### config.mk
export PLATFORM = sky130hd
export DESIGN_NAME = faap_mul
export DESIGN_NICKNAME = d
export VERILOG_FILES = /design/src/hdl/force_aligned_assist_pd_filter_defines.svh /design/src/hdl/faap_pkg.sv /design/src/hdl/faap_mul.sv
export SDC_FILE = /design/constraint.sdc
export NUM_CORES = 2
export LEC_CHECK = 0
export BUFFER_PORTS_ARGS = -buffer_cell sky130_fd_sc_hd__buf_2
export CORE_ASPECT_RATIO = 0.5
export CORE_UTILIZATION = 45
export DETAILED_ROUTE_END_ITERATION = 7
export GPL_ROUTABILITY_DRIVEN = 0
export PLACE_DENSITY_LB_ADDON = 0.12
export SKIP_LAST_GASP = 1
export SYNTH_ARGS = -nofsm -noshare
export SYNTH_HDL_FRONTEND = slang
export SYNTH_SLANG_ARGS = --single-unit
export TNS_END_PERCENT = 5
### constraint.sdc
create_clock -name aclk -period 17.6 [get_ports aclk]
set_input_delay 3.52 -clock aclk [delete_from_list [all_inputs] [get_ports aclk]]
set_output_delay 3.52 -clock aclk [all_outputs]
set_load 0.01 [all_outputs]
### src/hdl/force_aligned_assist_pd_filter_defines.svh
// Assertion macros for the force aligned assist block.
`ifndef FORCE_ALIGNED_ASSIST_PD_FILTER_DEFINES_SVH
`define FORCE_ALIGNED_ASSIST_PD_FILTER_DEFINES_SVH

`ifndef SYNTHESIS

`define FAAP_ASSERT_IMP(lbl, clk, rst_n, ante, cons) \
    lbl: assert property (@(posedge clk) disable iff (!rst_n) (ante) |-> (cons)) \
        else $error("assertion failed");

`define FAAP_ASSERT_NXT(lbl, clk, rst_n, ante, cons) \
    lbl: assert property (@(posedge clk) disable iff (!rst_n) (ante) |=> (cons)) \
        else $error("assertion failed");

`else

`define FAAP_ASSERT_IMP(lbl, clk, rst_n, ante, cons)
`define FAAP_ASSERT_NXT(lbl, clk, rst_n, ante, cons)

`endif

`endif

### src/hdl/faap_pkg.sv
package faap_pkg;

    typedef logic signed [33:0] mul_op_t;
    typedef logic signed [67:0] prod_t;

    typedef struct packed {
        logic busy;
        logic done;
    } unit_stat_t;

    typedef enum logic [5:0] {
        S_IDLE, S_KNEE, S_SQ0, S_SQ1, S_SQ2, S_SQ3, S_NORM, S_DIV_ISS, S_DIV,
        S_DOT0, S_DOT1, S_DOT2, S_DOT3, S_CSQ, S_CSQ2, S_YSQ, S_CORD, S_DES,
        S_DDIV, S_ALPHA, S_E_ISS, S_E_GET, S_PD_ISS, S_PD_A, S_PD_B, S_F_ISS,
        S_F_A, S_F_B, S_V_ISS, S_V_A, S_V_B, S_V_C, S_K_ISS, S_K_GET, S_OUT
    } state_t;

    localparam logic [2:0] CFG_PROP_GAIN  = 3'd0;
    localparam logic [2:0] CFG_DERIV_GAIN = 3'd1;
    localparam logic [2:0] CFG_FILTER     = 3'd2;
    localparam logic [2:0] CFG_TIBIA      = 3'd3;
    localparam logic [2:0] CFG_INV_TIBIA  = 3'd4;
    localparam logic [2:0] CFG_ANGLE_LIM  = 3'd5;
    localparam logic [2:0] CFG_ALPHA_STEP = 3'd6;

    localparam logic [16:0] ONE_Q16     = 17'd65536;
    localparam logic [17:0] HALF_PI_Q16 = 18'd102944;
    localparam logic [4:0]  CORDIC_LAST = 5'd16;
    localparam logic [63:0] ONE_Q60     = 64'h1000_0000_0000_0000;
    localparam prod_t       MAX32       = 68'sd2147483647;
    localparam prod_t       MIN32       = -68'sd2147483648;
    localparam prod_t       ONE_Q30_W   = 68'sd1073741824;
    localparam prod_t       NEG_Q30_W   = -68'sd1073741824;

    function automatic logic [15:0] atan_q16(input logic [4:0] i);
        logic [15:0] r;
        unique case (i)
            5'd0:    r = 16'd51472;
            5'd1:    r = 16'd30386;
            5'd2:    r = 16'd16055;
            5'd3:    r = 16'd8150;
            5'd4:    r = 16'd4091;
            5'd5:    r = 16'd2047;
            5'd6:    r = 16'd1024;
            5'd7:    r = 16'd512;
            5'd8:    r = 16'd256;
            5'd9:    r = 16'd128;
            5'd10:   r = 16'd64;
            5'd11:   r = 16'd32;
            5'd12:   r = 16'd16;
            5'd13:   r = 16'd8;
            5'd14:   r = 16'd4;
            5'd15:   r = 16'd2;
            5'd16:   r = 16'd1;
            default: r = 16'd0;
        endcase
        return r;
    endfunction

    // round to nearest, ties up
    function automatic prod_t rnd_shift(input prod_t v, input int unsigned sh);
        prod_t half;
        half = prod_t'(1) <<< (sh - 1);
        return (v + half) >>> sh;
    endfunction

    function automatic logic signed [31:0] sat32(input prod_t v);
        logic signed [31:0] r;
        if (v > MAX32)
            r = 32'sh7FFF_FFFF;
        else if (v < MIN32)
            r = 32'sh8000_0000;
        else
            r = v[31:0];
        return r;
    endfunction

    function automatic logic signed [31:0] neg_sat32(input logic signed [31:0] v);
        return (v == 32'sh8000_0000) ? 32'sh7FFF_FFFF : -v;
    endfunction

    function automatic logic [31:0] abs32(input logic signed [31:0] v);
        return v[31] ? 32'(-v) : 32'(v);
    endfunction

    function automatic mul_op_t sx32(input logic signed [31:0] v);
        return {{2{v[31]}}, v};
    endfunction

    function automatic mul_op_t sx33(input logic signed [32:0] v);
        return {v[32], v};
    endfunction

    function automatic logic signed [32:0] sub33(input logic signed [31:0] a,
                                                 input logic signed [31:0] b);
        return {a[31], a} - {b[31], b};
    endfunction

    function automatic logic signed [31:0] clip32(input prod_t p,
                                                  input logic signed [31:0] f);
        prod_t v;
        prod_t fw;
        v  = rnd_shift(p, 30);
        fw = {{36{f[31]}}, f};
        if (f > 32'sd0) begin
            if (v > fw)
                v = fw;
        end else begin
            if (v < fw)
                v = fw;
        end
        return sat32(v);
    endfunction

endpackage

### src/hdl/faap_mul.sv
module faap_mul
    import faap_pkg::*;
(
    input  logic    aclk,
    input  mul_op_t op_a,
    input  mul_op_t op_b,
    output prod_t   prod
);

    prod_t prod_reg;

    always_ff @(posedge aclk) begin
        prod_reg <= op_a * op_b;
    end

    assign prod = prod_reg;

endmodule

==> run metrics <==
status=complete, no violations; Syn Std Cell Area=about 43,000 sq um; Die ar.=just under 100,000 sq um; largest net degree at the start of global routing=35; sequential-to-total area share from yosys stat=3.16%; Post-CTS Setup Inserts=0; ANT cells=0; crit path cell chain=buf_2 -> clkinv_1 -> nor2_1 -> fa_1 -> fa_1 -> fa_1 -> fa_1 -> fa_1 -> fa_1 -> fa_1 -> inv_1 -> fa_1 -> inv_1 -> ha_1 -> a21oi_1 -> o21ai_1 -> or2_2 -> a211oi_2 -> o21ai_4 -> a31oi_2 -> nor2_2 -> o41ai_2 -> xnor2_1; Die X=439 um; DP Worst Slack=~5300 ps; Worst Setup SP=op_b[33]; flip-flop count of the largest register after layout=68; Hold-fix buffers, CTS=0; ys flop type=dfxtp_1; commonest non-fill, non-tap cells in the layout=fa_1, inv_1, and2_1, nand2_1, ha_1; via/cell ratio=5.08; ANT nets after route=0; final hold vios=0; Slowest-stage cell, CP=clkinv_1; most common cell after layout, fill and taps aside=fa_1; post-placement cell count=5,735; via count=29,235; Worst Max-Slew Pin Slew=1240 ps; Hold Path Stages=2; HP Class=in2reg; crit path kind=in2reg; setup TNS=0 ps; worst path bufs/invs=4; Synth area leader=fa_1; mean area per synthesized cell=9.45 sq um; Area Overhead vs Synth=4.24%; DRT Pass-1 Iters=5; Core ar.=93,800 sq um; crit path DAT=12,310 ps; fmax=83.4 MHz; Initial Util=45.9%; cells after synthesis=4,554; clock tree root driver cell=clkbuf_16; total CTS buffers=9; top-area cell type share of the netlist area=57.7%; Die H=221 um; CP Capture Type=flop; Post-synth EDFFs=0; final period utilization=68.1%; Critical Path Start Type=input port; Port Buffers=136; CTS max path bufs=2; Slew Limit Fails=0; Cell Count, Final, Fillers Out=5,751; crit path time final=11,990 ps; DRT iter0 DRCs=1,571; initial antenna violation count=2; H-tree depth=3; final setup margin=5610 ps; top cells by area, synth=fa_1, inv_1, and2_1; count of max-cap constraint violations=0; first-pass GRT wire length=187 mm; Crit Path Max Fanout=27; drt drc=0; syn_nets=6,068; hold_ws=3780 ps; hold endpoint=prod[0]; Hold Path Origin=op_b[0]; Distinct cells, synth=69; post-detailed-route wirelength per cell=20.3 um; gr ovfl total=0; DP HPWL=93.1 mm; CTS sink count=68; GRT Total Usage=25.5%; CP dominant cell by count=fa_1; vias in the first global route=between 30,000 and 40,000; Yosys reg bits=68; layout cells sized above 1=4.52%; CP required=approximately 18,000 ps; num rows=around 80; ys async rst share=0%; yosys warns=0; Setup Viol. Count Final=0; Rel. slew slack=roughly 17%; I/O pin count=137; unrepaired setup endpoints after global routing=false; post_cts resized=0; Slowest Stage Delay on Critical Path=1070 ps; Final nets=6,005; top cell family by delay on the critical path=adder cells; clock-pin slew on the worst setup and hold paths=70 ps; Routed WL=between 100 and 150 mm; CTS tree=built
==> cells in the mapped netlist, types with 3 or more instances <==
cell type  count
nand4_1       11
xor2_1        23
a31oi_1        7
nor2b_1        9
o21ai_1        7
a221oi_1       3
nor2_1        54
a21oi_1       61
xnor2_1       56
o21a_1         4
o41ai_1        3
nand2b_1      20
clkbuf_1     214
and3_2         3
a211oi_1       6
o41ai_2        3
dfxtp_1       68
o211ai_1       3
and2_1       621
o21ai_0       31
or2_2          4
buf_4          4
o21bai_1      12
ha_1         204
and3_1         5
fa_1        1241
nand3_1       11
inv_1       1231
a21o_1        37
nand2_1      542
nor3_1         5
==> layer usage <==
metal / share of wire [%] / routed length [um] / track usage, % / up-vias
met2: 52 / 60600 / 46.1 / 692
met4: 2.3 / 2640 / 5.63 / 2
li1: - / - / - / 12658
met1: 41 / 48200 / 33.0 / 15745
met3: 4.4 / 5180 / 2.97 / 138
met5: 0.011 / 13 / 0 / -
==> cell families (layout without fill, tap and decap cells) <==
kind of cell | count (synthesis) | after routing | synth area share [%]
buffers and inverters | 1460 | 1402 | 12.8
adders and majority gates | 1445 | 1445 | 63.7
and+or+nand+nor | 1296 | 1296 | 15.4
AOI/OAI and AO/OA | 206 | 206 | 3.35
xor gates and xnor gates | 79 | 79 | 1.61
DFF | 68 | 68 | 3.16
==> area by class of cell <==
type / instances / area, sq um
well taps: 1255 / 1570
clock buffers: 10 / 239
multi-input cells: 3026 / 36100
flip-flops and latches: 68 / 1360
fillers: 9038 / 49000
clock inverters: 6 / 93.8
repair buffers: 154 / 816
inverters: 1232 / 4620
==> worst max-delay path by stage <==
stage / endpoint / slack (ps) / depth (start not counted)
after floorplan: prod[65] / 6590 / 24
after global placement: prod[65] / 5330 / 23
after detailed placement: prod[65] / 5270 / 23
after CTS: prod[65] / 5690 / 23
after global routing: prod[67] / 5300 / 23
final: prod[65] / 5610 / 23
==> through the flow <==
step,utilization (%),instance area [sq um]
detailed placement,47.5,44500
global route,47.8,44900
CTS,47.8,44900
floorplan,-,43000
global placement,47.5,44500
finish,47.8,44900
Power is not shown: default switching activity piles up to over one toggle a cycle in this logic, so the estimate is an artifact.
