**src/hdl/force_aligned_assist_pd_filter_defines.svh**
```systemverilog
// Assertion macros for the force aligned assist block.
`ifndef FORCE_ALIGNED_ASSIST_PD_FILTER_DEFINES_SVH
`define FORCE_ALIGNED_ASSIST_PD_FILTER_DEFINES_SVH

`ifndef SYNTHESIS

`define FAAP_ASSERT_IMP(lbl, clk, rst_n, ante, cons) \
    lbl: assert property (@(posedge clk) disable iff (!rst_n) (ante) |-> (cons)) \
        else $error("assertion failed");

`define FAAP_ASSERT_NXT(lbl, clk, rst_n, ante, cons) \
    lbl: assert property (@(posedge clk) disable iff (!rst_n) (ante) |=> (cons)) \
        else $error("assertion failed");

`else

`define FAAP_ASSERT_IMP(lbl, clk, rst_n, ante, cons)
`define FAAP_ASSERT_NXT(lbl, clk, rst_n, ante, cons)

`endif

`endif

```
**src/hdl/faap_pkg.sv**
```systemverilog
package faap_pkg;

    typedef logic signed [33:0] mul_op_t;
    typedef logic signed [67:0] prod_t;

    typedef struct packed {
        logic busy;
        logic done;
    } unit_stat_t;

    typedef enum logic [5:0] {
        S_IDLE, S_KNEE, S_SQ0, S_SQ1, S_SQ2, S_SQ3, S_NORM, S_DIV_ISS, S_DIV,
        S_DOT0, S_DOT1, S_DOT2, S_DOT3, S_CSQ, S_CSQ2, S_YSQ, S_CORD, S_DES,
        S_DDIV, S_ALPHA, S_E_ISS, S_E_GET, S_PD_ISS, S_PD_A, S_PD_B, S_F_ISS,
        S_F_A, S_F_B, S_V_ISS, S_V_A, S_V_B, S_V_C, S_K_ISS, S_K_GET, S_OUT
    } state_t;

    localparam logic [2:0] CFG_PROP_GAIN  = 3'd0;
    localparam logic [2:0] CFG_DERIV_GAIN = 3'd1;
    localparam logic [2:0] CFG_FILTER     = 3'd2;
    localparam logic [2:0] CFG_TIBIA      = 3'd3;
    localparam logic [2:0] CFG_INV_TIBIA  = 3'd4;
    localparam logic [2:0] CFG_ANGLE_LIM  = 3'd5;
    localparam logic [2:0] CFG_ALPHA_STEP = 3'd6;

    localparam logic [16:0] ONE_Q16     = 17'd65536;
    localparam logic [17:0] HALF_PI_Q16 = 18'd102944;
    localparam logic [4:0]  CORDIC_LAST = 5'd16;
    localparam logic [63:0] ONE_Q60     = 64'h1000_0000_0000_0000;
    localparam prod_t       MAX32       = 68'sd2147483647;
    localparam prod_t       MIN32       = -68'sd2147483648;
    localparam prod_t       ONE_Q30_W   = 68'sd1073741824;
    localparam prod_t       NEG_Q30_W   = -68'sd1073741824;

    function automatic logic [15:0] atan_q16(input logic [4:0] i);
        logic [15:0] r;
        unique case (i)
            5'd0:    r = 16'd51472;
            5'd1:    r = 16'd30386;
            5'd2:    r = 16'd16055;
            5'd3:    r = 16'd8150;
            5'd4:    r = 16'd4091;
            5'd5:    r = 16'd2047;
            5'd6:    r = 16'd1024;
            5'd7:    r = 16'd512;
            5'd8:    r = 16'd256;
            5'd9:    r = 16'd128;
            5'd10:   r = 16'd64;
            5'd11:   r = 16'd32;
            5'd12:   r = 16'd16;
            5'd13:   r = 16'd8;
            5'd14:   r = 16'd4;
            5'd15:   r = 16'd2;
            5'd16:   r = 16'd1;
            default: r = 16'd0;
        endcase
        return r;
    endfunction

    // round to nearest, ties up
    function automatic prod_t rnd_shift(input prod_t v, input int unsigned sh);
        prod_t half;
        half = prod_t'(1) <<< (sh - 1);
        return (v + half) >>> sh;
    endfunction

    function automatic logic signed [31:0] sat32(input prod_t v);
        logic signed [31:0] r;
        if (v > MAX32)
            r = 32'sh7FFF_FFFF;
        else if (v < MIN32)
            r = 32'sh8000_0000;
        else
            r = v[31:0];
        return r;
    endfunction

    function automatic logic signed [31:0] neg_sat32(input logic signed [31:0] v);
        return (v == 32'sh8000_0000) ? 32'sh7FFF_FFFF : -v;
    endfunction

    function automatic logic [31:0] abs32(input logic signed [31:0] v);
        return v[31] ? 32'(-v) : 32'(v);
    endfunction

    function automatic mul_op_t sx32(input logic signed [31:0] v);
        return {{2{v[31]}}, v};
    endfunction

    function automatic mul_op_t sx33(input logic signed [32:0] v);
        return {v[32], v};
    endfunction

    function automatic logic signed [32:0] sub33(input logic signed [31:0] a,
                                                 input logic signed [31:0] b);
        return {a[31], a} - {b[31], b};
    endfunction

    function automatic logic signed [31:0] clip32(input prod_t p,
                                                  input logic signed [31:0] f);
        prod_t v;
        prod_t fw;
        v  = rnd_shift(p, 30);
        fw = {{36{f[31]}}, f};
        if (f > 32'sd0) begin
            if (v > fw)
                v = fw;
        end else begin
            if (v < fw)
                v = fw;
        end
        return sat32(v);
    endfunction

endpackage

```
**src/hdl/faap_sqrt.sv**
```systemverilog
module faap_sqrt
    import faap_pkg::*;
(
    input  logic        aclk,
    input  logic        aresetn,
    input  logic        start,
    input  logic [63:0] radicand,
    output logic [31:0] root,
    output unit_stat_t  stat
);

    logic [63:0] val_reg;
    logic [34:0] rem_reg, rem_shift, trial;
    logic [31:0] root_reg;
    logic [4:0]  cnt_reg;
    logic        busy_reg, done_reg;
    logic        take;

    always_comb begin
        rem_shift = {rem_reg[32:0], val_reg[63:62]};
        trial     = {1'b0, root_reg, 2'b01};
        take      = rem_shift >= trial;
    end

    always_ff @(posedge aclk) begin
        if (!aresetn) begin
            busy_reg <= 1'b0;
            done_reg <= 1'b0;
            cnt_reg  <= '0;
        end else if (start) begin
            busy_reg <= 1'b1;
            done_reg <= 1'b0;
            cnt_reg  <= 5'd31;
        end else if (busy_reg) begin
            cnt_reg <= cnt_reg - 5'd1;
            if (cnt_reg == 5'd0) begin
                busy_reg <= 1'b0;
                done_reg <= 1'b1;
            end
        end else begin
            done_reg <= 1'b0;
        end
    end

    always_ff @(posedge aclk) begin
        if (start) begin
            val_reg  <= radicand;
            rem_reg  <= '0;
            root_reg <= '0;
        end else if (busy_reg) begin
            val_reg  <= {val_reg[61:0], 2'b00};
            rem_reg  <= take ? rem_shift - trial : rem_shift;
            root_reg <= {root_reg[30:0], take};
        end
    end

    assign root      = root_reg;
    assign stat.busy = busy_reg;
    assign stat.done = done_reg;

endmodule
```
**config.mk**
```make
export PLATFORM = sky130hd
export DESIGN_NAME = faap_sqrt
export DESIGN_NICKNAME = d
export VERILOG_FILES = /design/src/hdl/force_aligned_assist_pd_filter_defines.svh /design/src/hdl/faap_pkg.sv /design/src/hdl/faap_sqrt.sv
export SDC_FILE = /design/constraint.sdc
export NUM_CORES = 1
export LEC_CHECK = 0
export BUFFER_PORTS_ARGS = -buffer_cell sky130_fd_sc_hd__buf_2
export CAP_MARGIN = 20
export CORE_MARGIN = 8
export CORE_UTILIZATION = 40
export CTS_CLUSTER_DIAMETER = 40
export CTS_CLUSTER_SIZE = 10
export DETAILED_ROUTE_END_ITERATION = 8
export HOLD_SLACK_MARGIN = 0.02
export PLACE_DENSITY = 0.72
export SYNTH_ARGS = -nofsm -noshare
export SYNTH_HDL_FRONTEND = slang
export SYNTH_SLANG_ARGS = --single-unit
```
**constraint.sdc**
```tcl
create_clock -name aclk -period 2.75 [get_ports aclk]
set_input_delay 0.55 -clock aclk [delete_from_list [all_inputs] [get_ports aclk]]
set_output_delay 0.55 -clock aclk [all_outputs]
set_load 0.05 [all_outputs]
```
==> metrics.md <==
| Metric | Value |
|---|---|
| Worst vdd rail ir drop | 563 µV |
| CP max stage delay | 0.58 ns |
| Synth Area in Simple Gates | 0.128 |
| Final setup vio count | 0 |
| Final Cell Area | 0.00972 mm² |
| Pre-CTS setup slack | -0.0104 ns |
| Die height | 153 µm |
| CTS H-tree lvls | 4 |
| Combinational family with the most area after synthesis | compound AO/OA/AOI/OAI gates |
| Asr flop ratio synth | 0 |
| Diode count | 0 |
| Setup CP Type | flip-flop to flip-flop |
| Sequential cell area | 0.00343 mm² |
| CP Capture Type | flip-flop |
| YS warnings | 0 |
| Synth area leaders | edfxtp_1, dfxtp_1, mux2_2 |
| Post-DP HPWL | 12600 µm |
| Post-route ant nets | 0 |
| GR Overflow Total | 0 |
| Largest net degree at the start of global routing | 134 |
| Worst hold path type | input pin to flip-flop |
| WL/cell | 16.5 µm |
| Clk_lat worst skew | 0.43 ns |
| Complex-gate fraction of the synthesized area | 0.147 |
| Worst-margin pin slew | 0.829 ns |
| Post-Layout Cell Count | 1146 |
| Placed cell count | 1108 |
| Final max-slew violation count | 0 |
| Worst Skew | 0.00998 ns |
| CTS Buffer Depth | 2 |
| Fin. Hold Viols | 0 |
| EDFF count, synth | 64 |
| Nets | 1002 |
| Synth top cells by count | nor2_1, dfxtp_1, nand2_1 |
| Area delta synth->final | 29.0% |
| Area share of fa/ha/maj cells after synthesis | 0.0598 |
| All-Layer GR Usage | 0.156 |
| CP Max Fanout | 12 |
| DRT Wirelength | 18900 µm |
| Layout cells sized above 1 | 0.405 |
| PnR worst setup slack | 0.00939 ns |
| Slowest-stage cell, CP | or4_4 |
| CTS tree | done |
| Cell family with most CP delay | simple AND/OR/NAND/NOR gates |
| CTS buffer count | 17 |
| Static Leak | 4.01 nW |
| Top-area cell type share of the netlist area | 0.255 |
| I/O Buffers | 100 |
| Syn Inst Count | 741 |
| Synth Register Bits | 136 |
| Part of the cycle the worst path needs | 0.997 |
| Placed cell area | 0.00877 mm² |
| Vias after detailed routing | 6096 |
| RSZ-0062 raised after global routing | true |
| Sequential area share after synthesis | 0.446 |
| Fmax | 0.365 GHz |
| Iteration-0 DRC Markers | 422 |
| Fill cells | 1627 |
| Util after Layout | 0.523 |
| CTS Sinks | 136 |
| CP Data Arrival Time | 3.08 ns |
| Power Density | 1010 mW/mm² |
| Root buffer cell | clkbuf_16 |
| Max-Slew Margin vs Limit | 0.447 |
| Largest register FFs | 64 |
| Max_cap viols | 0 |
| Most used DFF post-synth | dfxtp_1 |
| Worst-path cell chain | ha_4 > a21o_1 > a21o_1 > a21oi_2 > or2b_1 > or4_4 > nand2_4 > buf_12 > nand2_1 > a311oi_2 |
| Area of the mapped netlist | 0.00753 mm² |
| Vias per cell | 5.32 |
| Net Count, Synth | 844 |
| Die area | 0.0235 mm² |
| Synth area leader | edfxtp_1 |
| Die width | 153 µm |
| Core Region | 0.0186 mm² |
| Setup tns final | 0 ns |
| Netlist cell types | 66 |
| Clk slew on worst S/H paths | 0.07 ns |
| Starting Density | 0.405 |
| GP Congestion | 0.826 |
| Initial antenna violation count | 0 |
| Proportion of synthesized area in mux cells | 0.135 |
| Minimum clock period | 2.74 ns |
| Cell mode on critical path | a21o_1 |
| Bufs and invs on worst path | 1 |
| Data required, critical path | 3.09 ns |
| First-pass GRT wire length | 30000 µm |
| Synth Area per Inst | 10.2 µm² |
| Post-synthesis xor/xnor area fraction | 0.0337 |
| Vias in the first global route | 6069 |
| Remaining DRCs | 0 |
| Startpoint class of the critical path | flip-flop |
| Row count | 50 |
| Status | finished, final reports clean |
| I/O Pins | 101 |
| Multi-input gate area | 0.00408 mm² |
| TritonRoute pass-1 iters | 6 |
| Cell with the most instances after synthesis | nor2_1 |
## report_power, final
part / leakage, nW / switching (mW) / internal, mW / total, mW
clock: 0.282 / 1.02 / 1.28 / 2.30
combinational: 2.48 / 2.63 / 2.39 / 5.02
sequential: 1.25 / 0.149 / 2.37 / 2.52
total: 4.01 / 3.80 / 6.04 / 9.84
## final cells by class
type                            instances  share of cell area
Clock buffer                           17              0.0438
Clock inverter                         15              0.0158
Inverter                               41              0.0158
Multi-Input combinational cell        525               0.420
Sequential cell                       136               0.353
Tap cell                              234              0.0301
Timing Repair Buffer                  178               0.122
## layer usage
metal / vias to the layer above / wire, µm / global-route usage / part of all wire
met5: - / 0 / 0 / 0
met4: 0 / 422 / 0.0679 / 0.022
met3: 32 / 879 / 0.0358 / 0.047
met2: 156 / 9150 / 0.254 / 0.48
met1: 2894 / 8420 / 0.195 / 0.45
li1: 3014 / - / - / -
## metrics by stage
| step | total power [mW] | hold WS [ns] |
|---|---|---|
| floorplan | 5.39 | 0.421 |
| global placement | 6.75 | 0.435 |
| detailed placement | 6.80 | 0.439 |
| CTS | 9.18 | 0.388 |
| global route | 10.4 | 0.396 |
| finish | 9.84 | 0.403 |
## placed cells by master, fill, tap and decap left out, types with 6 or more instances in the layout
| cell | n |
|---|---|
| a21o_1 | 15 |
| a21oi_1 | 32 |
| a21oi_2 | 6 |
| a311oi_1 | 12 |
| a311oi_2 | 12 |
| buf_2 | 99 |
| buf_4 | 71 |
| clkbuf_16 | 19 |
| dfxtp_1 | 39 |
| dfxtp_2 | 21 |
| dfxtp_4 | 12 |
| edfxtp_1 | 64 |
| ha_1 | 24 |
| ha_4 | 7 |
| inv_1 | 37 |
| inv_6 | 8 |
| mux2_2 | 62 |
| mux2i_1 | 32 |
| nand2_1 | 65 |
| nand3_1 | 10 |
| nand4_1 | 8 |
| nor2_1 | 83 |
| o21a_1 | 11 |
| o21ai_0 | 17 |
| o21ai_1 | 7 |
| xnor2_1 | 18 |
| xor2_1 | 11 |
## cell families after synthesis
| group | count (synthesis) |
|---|---|
| AOI/OAI and AO/OA | 157 |
| xor gates and xnor gates | 29 |
| adders and majority gates | 36 |
| buffers and inverters | 80 |
| DFF | 136 |
| muxes | 94 |
| and+or+nand+nor | 209 |
## path summary, 6_finish.rpt
path,start,to,slack (ns),cells past startpoint
setup / recovery,rem_reg[26],rem_reg[26],0.009,10
hold / removal,radicand[1],val_reg[1],0.40,2
hold reg to reg,done_reg,done_reg,0.45,2
setup reg to reg,rem_reg[26],rem_reg[26],0.009,10
## what timing repair did
item | CTS | global route
gates resized for setup | 5 | 57
buffers inserted | 0 | 4
gates cloned | 0 | 3
pin swaps | 2 | 22
setup endpoints to repair | 11 | 33
hold buffers | 0 | 0
Power figures use the tool's default switching activity.
