--- src/hdl/force_aligned_assist_pd_filter_defines.svh ---
// Assertion macros for the force aligned assist block.
`ifndef FORCE_ALIGNED_ASSIST_PD_FILTER_DEFINES_SVH
`define FORCE_ALIGNED_ASSIST_PD_FILTER_DEFINES_SVH

`ifndef SYNTHESIS

`define FAAP_ASSERT_IMP(lbl, clk, rst_n, ante, cons) \
    lbl: assert property (@(posedge clk) disable iff (!rst_n) (ante) |-> (cons)) \
        else $error("assertion failed");

`define FAAP_ASSERT_NXT(lbl, clk, rst_n, ante, cons) \
    lbl: assert property (@(posedge clk) disable iff (!rst_n) (ante) |=> (cons)) \
        else $error("assertion failed");

`else

`define FAAP_ASSERT_IMP(lbl, clk, rst_n, ante, cons)
`define FAAP_ASSERT_NXT(lbl, clk, rst_n, ante, cons)

`endif

`endif

--- src/hdl/faap_pkg.sv ---
package faap_pkg;

    typedef logic signed [33:0] mul_op_t;
    typedef logic signed [67:0] prod_t;

    typedef struct packed {
        logic busy;
        logic done;
    } unit_stat_t;

    typedef enum logic [5:0] {
        S_IDLE, S_KNEE, S_SQ0, S_SQ1, S_SQ2, S_SQ3, S_NORM, S_DIV_ISS, S_DIV,
        S_DOT0, S_DOT1, S_DOT2, S_DOT3, S_CSQ, S_CSQ2, S_YSQ, S_CORD, S_DES,
        S_DDIV, S_ALPHA, S_E_ISS, S_E_GET, S_PD_ISS, S_PD_A, S_PD_B, S_F_ISS,
        S_F_A, S_F_B, S_V_ISS, S_V_A, S_V_B, S_V_C, S_K_ISS, S_K_GET, S_OUT
    } state_t;

    localparam logic [2:0] CFG_PROP_GAIN  = 3'd0;
    localparam logic [2:0] CFG_DERIV_GAIN = 3'd1;
    localparam logic [2:0] CFG_FILTER     = 3'd2;
    localparam logic [2:0] CFG_TIBIA      = 3'd3;
    localparam logic [2:0] CFG_INV_TIBIA  = 3'd4;
    localparam logic [2:0] CFG_ANGLE_LIM  = 3'd5;
    localparam logic [2:0] CFG_ALPHA_STEP = 3'd6;

    localparam logic [16:0] ONE_Q16     = 17'd65536;
    localparam logic [17:0] HALF_PI_Q16 = 18'd102944;
    localparam logic [4:0]  CORDIC_LAST = 5'd16;
    localparam logic [63:0] ONE_Q60     = 64'h1000_0000_0000_0000;
    localparam prod_t       MAX32       = 68'sd2147483647;
    localparam prod_t       MIN32       = -68'sd2147483648;
    localparam prod_t       ONE_Q30_W   = 68'sd1073741824;
    localparam prod_t       NEG_Q30_W   = -68'sd1073741824;

    function automatic logic [15:0] atan_q16(input logic [4:0] i);
        logic [15:0] r;
        unique case (i)
            5'd0:    r = 16'd51472;
            5'd1:    r = 16'd30386;
            5'd2:    r = 16'd16055;
            5'd3:    r = 16'd8150;
            5'd4:    r = 16'd4091;
            5'd5:    r = 16'd2047;
            5'd6:    r = 16'd1024;
            5'd7:    r = 16'd512;
            5'd8:    r = 16'd256;
            5'd9:    r = 16'd128;
            5'd10:   r = 16'd64;
            5'd11:   r = 16'd32;
            5'd12:   r = 16'd16;
            5'd13:   r = 16'd8;
            5'd14:   r = 16'd4;
            5'd15:   r = 16'd2;
            5'd16:   r = 16'd1;
            default: r = 16'd0;
        endcase
        return r;
    endfunction

    // round to nearest, ties up
    function automatic prod_t rnd_shift(input prod_t v, input int unsigned sh);
        prod_t half;
        half = prod_t'(1) <<< (sh - 1);
        return (v + half) >>> sh;
    endfunction

    function automatic logic signed [31:0] sat32(input prod_t v);
        logic signed [31:0] r;
        if (v > MAX32)
            r = 32'sh7FFF_FFFF;
        else if (v < MIN32)
            r = 32'sh8000_0000;
        else
            r = v[31:0];
        return r;
    endfunction

    function automatic logic signed [31:0] neg_sat32(input logic signed [31:0] v);
        return (v == 32'sh8000_0000) ? 32'sh7FFF_FFFF : -v;
    endfunction

    function automatic logic [31:0] abs32(input logic signed [31:0] v);
        return v[31] ? 32'(-v) : 32'(v);
    endfunction

    function automatic mul_op_t sx32(input logic signed [31:0] v);
        return {{2{v[31]}}, v};
    endfunction

    function automatic mul_op_t sx33(input logic signed [32:0] v);
        return {v[32], v};
    endfunction

    function automatic logic signed [32:0] sub33(input logic signed [31:0] a,
                                                 input logic signed [31:0] b);
        return {a[31], a} - {b[31], b};
    endfunction

    function automatic logic signed [31:0] clip32(input prod_t p,
                                                  input logic signed [31:0] f);
        prod_t v;
        prod_t fw;
        v  = rnd_shift(p, 30);
        fw = {{36{f[31]}}, f};
        if (f > 32'sd0) begin
            if (v > fw)
                v = fw;
        end else begin
            if (v < fw)
                v = fw;
        end
        return sat32(v);
    endfunction

endpackage

--- src/hdl/faap_div.sv ---
module faap_div
    import faap_pkg::*;
(
    input  logic        aclk,
    input  logic        aresetn,
    input  logic        start,
    input  logic [62:0] dividend,
    input  logic [31:0] divisor,
    output logic [30:0] quotient,
    output unit_stat_t  stat
);

    // quotient must fit 31 bits: dividend[62:31] < divisor
    logic [31:0] rem_reg, rem_next;
    logic [30:0] low_reg, q_reg, q_next;
    logic [31:0] dvs_reg;
    logic [4:0]  cnt_reg;
    logic        busy_reg, done_reg;
    logic [32:0] trial;
    logic        take;

    always_comb begin
        trial    = {rem_reg, low_reg[30]};
        take     = trial >= {1'b0, dvs_reg};
        rem_next = take ? 32'(trial - {1'b0, dvs_reg}) : trial[31:0];
        q_next   = {q_reg[29:0], take};
    end

    always_ff @(posedge aclk) begin
        if (!aresetn) begin
            busy_reg <= 1'b0;
            done_reg <= 1'b0;
            cnt_reg  <= '0;
        end else if (start) begin
            busy_reg <= 1'b1;
            done_reg <= 1'b0;
            cnt_reg  <= 5'd30;
        end else if (busy_reg) begin
            cnt_reg <= cnt_reg - 5'd1;
            if (cnt_reg == 5'd0) begin
                busy_reg <= 1'b0;
                done_reg <= 1'b1;
            end
        end else begin
            done_reg <= 1'b0;
        end
    end

    always_ff @(posedge aclk) begin
        if (start) begin
            rem_reg <= dividend[62:31];
            low_reg <= dividend[30:0];
            dvs_reg <= divisor;
            q_reg   <= '0;
        end else if (busy_reg) begin
            rem_reg <= rem_next;
            low_reg <= {low_reg[29:0], 1'b0};
            q_reg   <= q_next;
        end
    end

    assign quotient  = q_reg;
    assign stat.busy = busy_reg;
    assign stat.done = done_reg;

endmodule

--- config.mk ---
export PLATFORM = sky130hd
export DESIGN_NAME = faap_div
export DESIGN_NICKNAME = d
export VERILOG_FILES = /design/src/hdl/force_aligned_assist_pd_filter_defines.svh /design/src/hdl/faap_pkg.sv /design/src/hdl/faap_div.sv
export SDC_FILE = /design/constraint.sdc
export NUM_CORES = 1
export LEC_CHECK = 0
export ABC_CLOCK_PERIOD_IN_PS = 4670
export BUFFER_PORTS_ARGS = -buffer_cell sky130_fd_sc_hd__buf_2
export CAP_MARGIN = 5
export CELL_PAD_IN_SITES_DETAIL_PLACEMENT = 1
export CELL_PAD_IN_SITES_GLOBAL_PLACEMENT = 1
export CORE_UTILIZATION = 47
export DETAILED_ROUTE_END_ITERATION = 12
export GPL_ROUTABILITY_DRIVEN = 0
export PLACE_DENSITY = 0.91
export SYNTH_ARGS = -nofsm -noshare
export SYNTH_HDL_FRONTEND = slang
export SYNTH_SLANG_ARGS = --single-unit
--- constraint.sdc ---
create_clock -name aclk -period 4.67 [get_ports aclk]
set_input_delay 0.2335 -clock aclk [delete_from_list [all_inputs] [get_ports aclk]]
set_output_delay 0.2335 -clock aclk [all_outputs]
set_load 0.03 [all_outputs]
==> results.txt, run 1 <==
# IOs = 131
Critical Path AT = 3.74 ns
Post-Layout Inst Area = 8970 µm²
Cell area after synthesis = 7310 µm²
Syn Nets = 830
Pin count of the biggest net entering global routing = 76
Root Buffer = clkbuf_16
Share of layout cells above drive strength 1 = 24.3%
CP startpoint kind = flop
FP Rows = 45
Most frequent cells in the layout = buf_2 (129), edfxtp_1 (95), nor2_1 (66)
Required time of the critical path = 4.80 ns
Flops & latches, synth = 133
Crit Path Max Fanout = 15
Vias per cell = 5.63
Kind of critical path = reg -> reg
# resized after CTS = 0
Skew final = 0.0129 ns
Total area of sequential cells = 3610 µm²
Slew margin rel. = 40.3%
Distinct cell type count after synthesis = 61
Die ar. = 16000 µm²
Clock Latency Late Sink = 0.43 ns
ANT cells = 0
Number of global-route vias before repair = 6362
Critical Path End Type = flop
Worst Tran Pin Value = 0.895 ns
Min Tclk post-route = 3.61 ns
Height of the die = 127 µm
Half-perimeter wire length after detailed placement = 12700 µm
ANT nets after route = 0
Outcome = finished, final reports clean
Area grow syn2layout = 22.8%
Fraction of registers with async set/reset = 0%
Number of synthesized flops with an enable pin = 95
Placed cell areas = 8080 µm²
Seq/Total Area, Yosys = 49.5%
Total grt overflow = 0
Core area = 15200 µm²
First-pass GRT wire length = 32100 µm
Initial core utilization = 48.1%
Wire length per cell = 18.8 µm
PnR Total Power = 4.15 mW
Port-buffer cells = 130
Peak supply drop = 0.291 mV
Drt pass-1 iters = 5
Setup TNS = 0 ns
DR vias = 5915
Final period util = 77.3%
Final hold violation count = 0
CTS tree = yes
Synthesized netlist cell count = 697
Max-cap violations = 0
Final setup fails = 0
DRC viols = 0
Max Root-Sink Buffers = 2
Layout Nets = 983
Final-report max-slew violation count = 0
Initial antenna violation count = 1
CTS H-Tree Depth = 4
Final core utilization = 59.0%
Die Width = 127 µm
Top_reg_cell synth = edfxtp_1
Synth Warn # = 0
Fillers = 1680
Final wirelength = 19800 µm
Fmax = 0.277 GHz
Total track usage = 25.8%
RSZ-0062 raised after global routing = false
Reg clk slew, reported paths = 0.07 ns
TritonCTS Buffers = 17
Commonest non-fill, non-tap cell in the layout = buf_2
Clock Sinks = 133
1st-iter DRT viols = 361
Type of the tightest min-delay check = in -> reg
Multi-input gate area = 3360 µm²
Leakage power = 3.83 nW
Mean Syn Cell Area = 10.5 µm²
PwrDens = 462 nW/µm²
[through the flow]
stage               setup slack [ns]  hold slack, ns  std cells
floorplan                       1.87           0.332        697
global placement                1.42           0.410        987
detailed placement              1.24           0.412        987
CTS                             1.09          0.0785       1051
global route                   0.799          0.0901       1051
finish                          1.06          0.0867       1051
[Yosys cell counts, drive strengths merged, types with 2 or more instances]
library cell | instances | area share [%]
nor2b | 2 | 0.17
xnor2 | 20 | 2.4
nor3 | 11 | 0.82
a21o | 11 | 1.1
nand2 | 53 | 2.7
nand2b | 2 | 0.17
or3b | 2 | 0.24
nand4 | 7 | 0.69
ha | 34 | 5.8
and3 | 3 | 0.26
o31a | 2 | 0.24
a2bb2oi | 20 | 2.4
edfxtp | 95 | 39
mux2 | 30 | 4.6
nand3 | 12 | 0.82
a211oi | 6 | 0.69
a21oi | 60 | 4.2
nor4 | 8 | 0.69
mux2i | 33 | 4.5
or2 | 2 | 0.17
a31oi | 8 | 0.69
clkbuf | 14 | 0.72
o211ai | 7 | 0.72
o31ai | 6 | 0.62
a21boi | 4 | 0.41
o21a | 5 | 0.51
xor2 | 10 | 1.2
buf | 21 | 1.6
dfxtp | 38 | 10
and2 | 4 | 0.34
o22a | 2 | 0.24
nor2 | 66 | 3.4
inv | 44 | 2.3
nand3b | 3 | 0.31
o21ai | 31 | 2.1
o21bai | 6 | 0.62
[per-layer routing]
layer	vias up	share of wire, %	track usage [%]
met5	-	0.066	0
met4	2	1.7	8.75
met3	35	5.3	6.75
met2	159	50	45.3
met1	2873	43	30.7
li1	2846	-	-
[area by class of cell]
cell class / instances / area share [%]
Clock inverter: 15 / 1.59
Inverter: 45 / 1.88
Tap cell: 188 / 2.62
Multi-Input combinational cell: 484 / 37.4
Clock buffer: 17 / 4.74
Sequential cell: 133 / 40.3
Timing Repair Buffer: 169 / 11.4
[worst max-delay path, stage by stage (launching register included)]
cell      delay, ns
edfxtp_1       0.42
ha_1           0.42
a21oi_1        0.42
o21bai_1       0.14
a211oi_1       0.38
a21oi_2        0.11
o211ai_1       0.21
nand3b_1       0.48
buf_4          0.40
mux2i_1        0.21
o21ai_0        0.14
[power by group]
part | switching (mW) | total [mW] | internal (mW)
logic | 0.794 | 1.33 | 0.541
clock network | 0.571 | 1.31 | 0.743
registers | 0.0653 | 1.50 | 1.43
total | 1.43 | 4.15 | 2.72
[timing repair]
item / CTS / global route
setup buffers: 0 / 0
hold buffers: 32 / 0
hold endpoints to repair: 32 / 0
[final timing paths]
path | start | end | slack (ns) | cells past startpoint
worst min-delay path | dividend[39] | rem_reg[8] | 0.09 | 3
worst min register to register | done_reg | done_reg | 0.45 | 2
worst max-delay path | rem_reg[14] | rem_reg[16] | 1.06 | 10
worst max register to register | rem_reg[14] | rem_reg[16] | 1.06 | 10
[cells by family (layout without fill, tap and decap cells)]
family | count (synthesis) | after routing | synth area share [%]
buffers and inverters | 80 | 246 | 4.61
muxes | 63 | 63 | 9.15
adders and majority gates | 35 | 35 | 6.10
DFF | 133 | 133 | 49.5
and+or+nand+nor | 179 | 179 | 11.3
xor gates and xnor gates | 30 | 30 | 3.60
AOI/OAI and AO/OA | 177 | 177 | 15.8
(Power assumes the default switching activity.)
==> inputs of run 2 (changes only) <==
--- a/config.mk
+++ b/config.mk
@@ -5,15 +5,15 @@
 export SDC_FILE = /design/constraint.sdc
 export NUM_CORES = 1
 export LEC_CHECK = 0
-export ABC_CLOCK_PERIOD_IN_PS = 4670
+export ABC_CLOCK_PERIOD_IN_PS = 2900
 export BUFFER_PORTS_ARGS = -buffer_cell sky130_fd_sc_hd__buf_2
 export CAP_MARGIN = 5
 export CELL_PAD_IN_SITES_DETAIL_PLACEMENT = 1
 export CELL_PAD_IN_SITES_GLOBAL_PLACEMENT = 1
-export CORE_UTILIZATION = 47
+export CORE_UTILIZATION = 40
 export DETAILED_ROUTE_END_ITERATION = 12
 export GPL_ROUTABILITY_DRIVEN = 0
-export PLACE_DENSITY = 0.91
+export PLACE_DENSITY = 0.83
 export SYNTH_ARGS = -nofsm -noshare
 export SYNTH_HDL_FRONTEND = slang
 export SYNTH_SLANG_ARGS = --single-unit
==> constraint.sdc (replaced) <==
create_clock -name aclk -period 2.9 [get_ports aclk]
set_input_delay 0.145 -clock aclk [delete_from_list [all_inputs] [get_ports aclk]]
set_output_delay 0.145 -clock aclk [all_outputs]
set_load 0.03 [all_outputs]
==> results.txt, run 2 (same netlist as run 1, synthesis figures left out) <==
Leakage power = 4.08 nW (+6.3%)
FP Rows = 49 (+8.9%)
Outcome = finished with violations
Flop-to-flop setup slack = -0.1 ns (-1.16 ns)
Height of the die = 137 µm (+8.3%)
Kind of critical path = reg -> reg
Final core utilization = 53.7% (-5.3 points)
Area grow syn2layout = 31.6%
Clock Latency Late Sink = 0.43 ns (about the same)
Most frequent cells in the layout = buf_2 (129), edfxtp_1 (95), nor2_1 (66)
CP top delay family = compound AO/OA/AOI/OAI gates
Initial core utilization = 40.8% (-7.2 points)
TritonCTS Buffers = 17 (unchanged)
Half-perimeter wire length after detailed placement = 13600 µm (+6.8%)
Worst r2r dst = rem_reg[11]
Final period util = 103% (+26 points)
PwrDens = 747 nW/µm² (+62%)
Hold Startpoint = dividend[18]
Pin count of the biggest net entering global routing = 96 (+26%)
Final wirelength = 20800 µm (+5.4%)
Critical path's slowest cell = edfxtp_1
Cell mode on critical path = o211ai_1
Crit Path Max Fanout = 13 (-2)
Vias per cell = 5.38 (-4.4%)
Share of layout cells above drive strength 1 = 30.9% (+6.6 points)
Final cell count without fillers = 1133 (+7.8%)
WP depth = 11 (+1)
CP startpoint kind = flop
1st-iter DRT viols = 377 (+4.4%)
Drt pass-1 iters = 4 (-1)
Total track usage = 22.5% (-3.4 points)
Commonest non-fill, non-tap cell in the layout = buf_2
ANT nets after route = 0 (unchanged)
Final-report max-slew violation count = 0 (unchanged)
Total grt overflow = 0 (unchanged)
RSZ-0062 raised after global routing = true
Min Tclk post-route = 3.00 ns (-0.611 ns)
CTS H-Tree Depth = 4 (unchanged)
DR vias = 6093 (+3.0%)
CTS tree = yes
Max Root-Sink Buffers = 2 (unchanged)
First-pass GRT wire length = 32300 µm (+0.45%)
Failing checks = setup timing
Die Width = 137 µm (+8.3%)
Type of the tightest min-delay check = in -> reg
Worst Setup SP = rem_reg[0]
Register-to-Register Path Depth = 11 (+1)
CP cell instances = ha_4 > nor2b_1 > o31a_1 > o211ai_1 > a21oi_2 > o211ai_1 > and3b_2 > buf_4 > buf_12 > nor2_1 > o22a_1
Root Buffer = clkbuf_16
Wire length per cell = 18.4 µm (-2.2%)
Required time of the critical path = 3.07 ns (-1.73 ns)
Worst Tran Pin Value = 0.561 ns (-0.334 ns)
Port-buffer cells = 130 (unchanged)
Core area = 17900 µm² (+18%)
Final WS setup = -0.0990 ns (-1.16 ns)
Slew margin rel. = 62.6% (+22 points)
Final setup fails = 18 (+18)
# IOs = 131 (unchanged)
Critical Path End Type = flop
Layout Nets = 1023 (+4.1%)
DRC viols = 0 (unchanged)
Slowest Stage Delay on Critical Path = 0.50 ns (+0.02 ns)
Number of global-route vias before repair = 6467 (+1.7%)
Skew final = 0.0161 ns (+0.00319 ns)
Dpl cells = 1059 (+7.3%)
Critical R2R Launch = rem_reg[0]
Final hold violation count = 0 (unchanged)
Critical Path AT = 3.17 ns (-0.57 ns)
Worst Setup EP = rem_reg[11]
Reg clk slew, reported paths = 0.07 ns (about the same)
Initial antenna violation count = 1 (unchanged)
Peak supply drop = 0.459 mV (+58%)
Fmax = 0.333 GHz (+20%)
Die ar. = 18800 µm² (+17%)
Clock Sinks = 133 (unchanged)
Worst Path Buf+Inv = 2 (+1)
Max-cap violations = 0 (unchanged)
==> run 2: cell types whose count changed in the layout (fill, tap and decap cells not counted), sizes merged <==
cell,change
clkinv,+3
diode,+1
clkinvlp,-3
dlygate4sd3,+2
buf,+37
clkbuf,+1
==> run 2: through the flow <==
stage | total power, mW | cell area (µm²) | setup slack [ns] | TNS [ns] | hold slack [ns]
floorplan | 4.00 | 7310 | 0.0993 | 0 | 0.244
global placement | 4.67 | 8400 | 0.0304 | 0 | 0.323
detailed placement | 4.74 | 8400 | -0.133 | -0.216 | 0.323
CTS | 6.94 | 9320 | 0.0279 | 0 | 0.000744
global route | 7.56 | 9610 | -0.164 | -2.26 | 0.00553
finish | 7.19 | 9620 | -0.0990 | -0.625 | 0.0172
==> run 2: cell type report <==
cell class	count	area [µm²]
flip-flops and latches	133	3610
diodes	1	2.50
clock inverters	15	144
repair buffers	209	1410
inverters	45	169
multi-input cells	484	3560
clock buffers	17	425
fillers	1997	8290
well taps	229	287
==> run 2: worst min-delay path by stage <==
stage | to | slack (ns) | cells past startpoint
global route | low_reg[8] | 0.006 | 2
finish | low_reg[18] | 0.02 | 2
detailed placement | dvs_reg[25] | 0.32 | 1
global placement | dvs_reg[14] | 0.32 | 1
CTS | low_reg[8] | 0.0007 | 2
floorplan | dvs_reg[0] | 0.24 | 0
==> run 2: timing repair <==
action                     CTS  global route
gates resized for setup      2            47
setup endpoints to repair    5            33
pin swaps                    1            16
setup buffers                0             6
cloned                       0             1
hold endpoints to repair    34             0
hold buffers                34             0
==> run 2: power by group <==
part	leakage, nW	internal, mW	switching (mW)
combinational	2.54	1.20	1.41
sequential	1.25	2.31	0.123
clock	0.280	1.20	0.942
total	4.08	4.71	2.48
==> run 2: metal layers <==
layer	wire length [µm]	global-route usage (%)	vias up	share of wire, %
met2	10600	39.0	153	51
met5	0	0	-	0
met3	1250	6.93	17	6.0
met4	204	5.98	0	0.98
met1	8790	26.7	2991	42
li1	-	-	2932	-
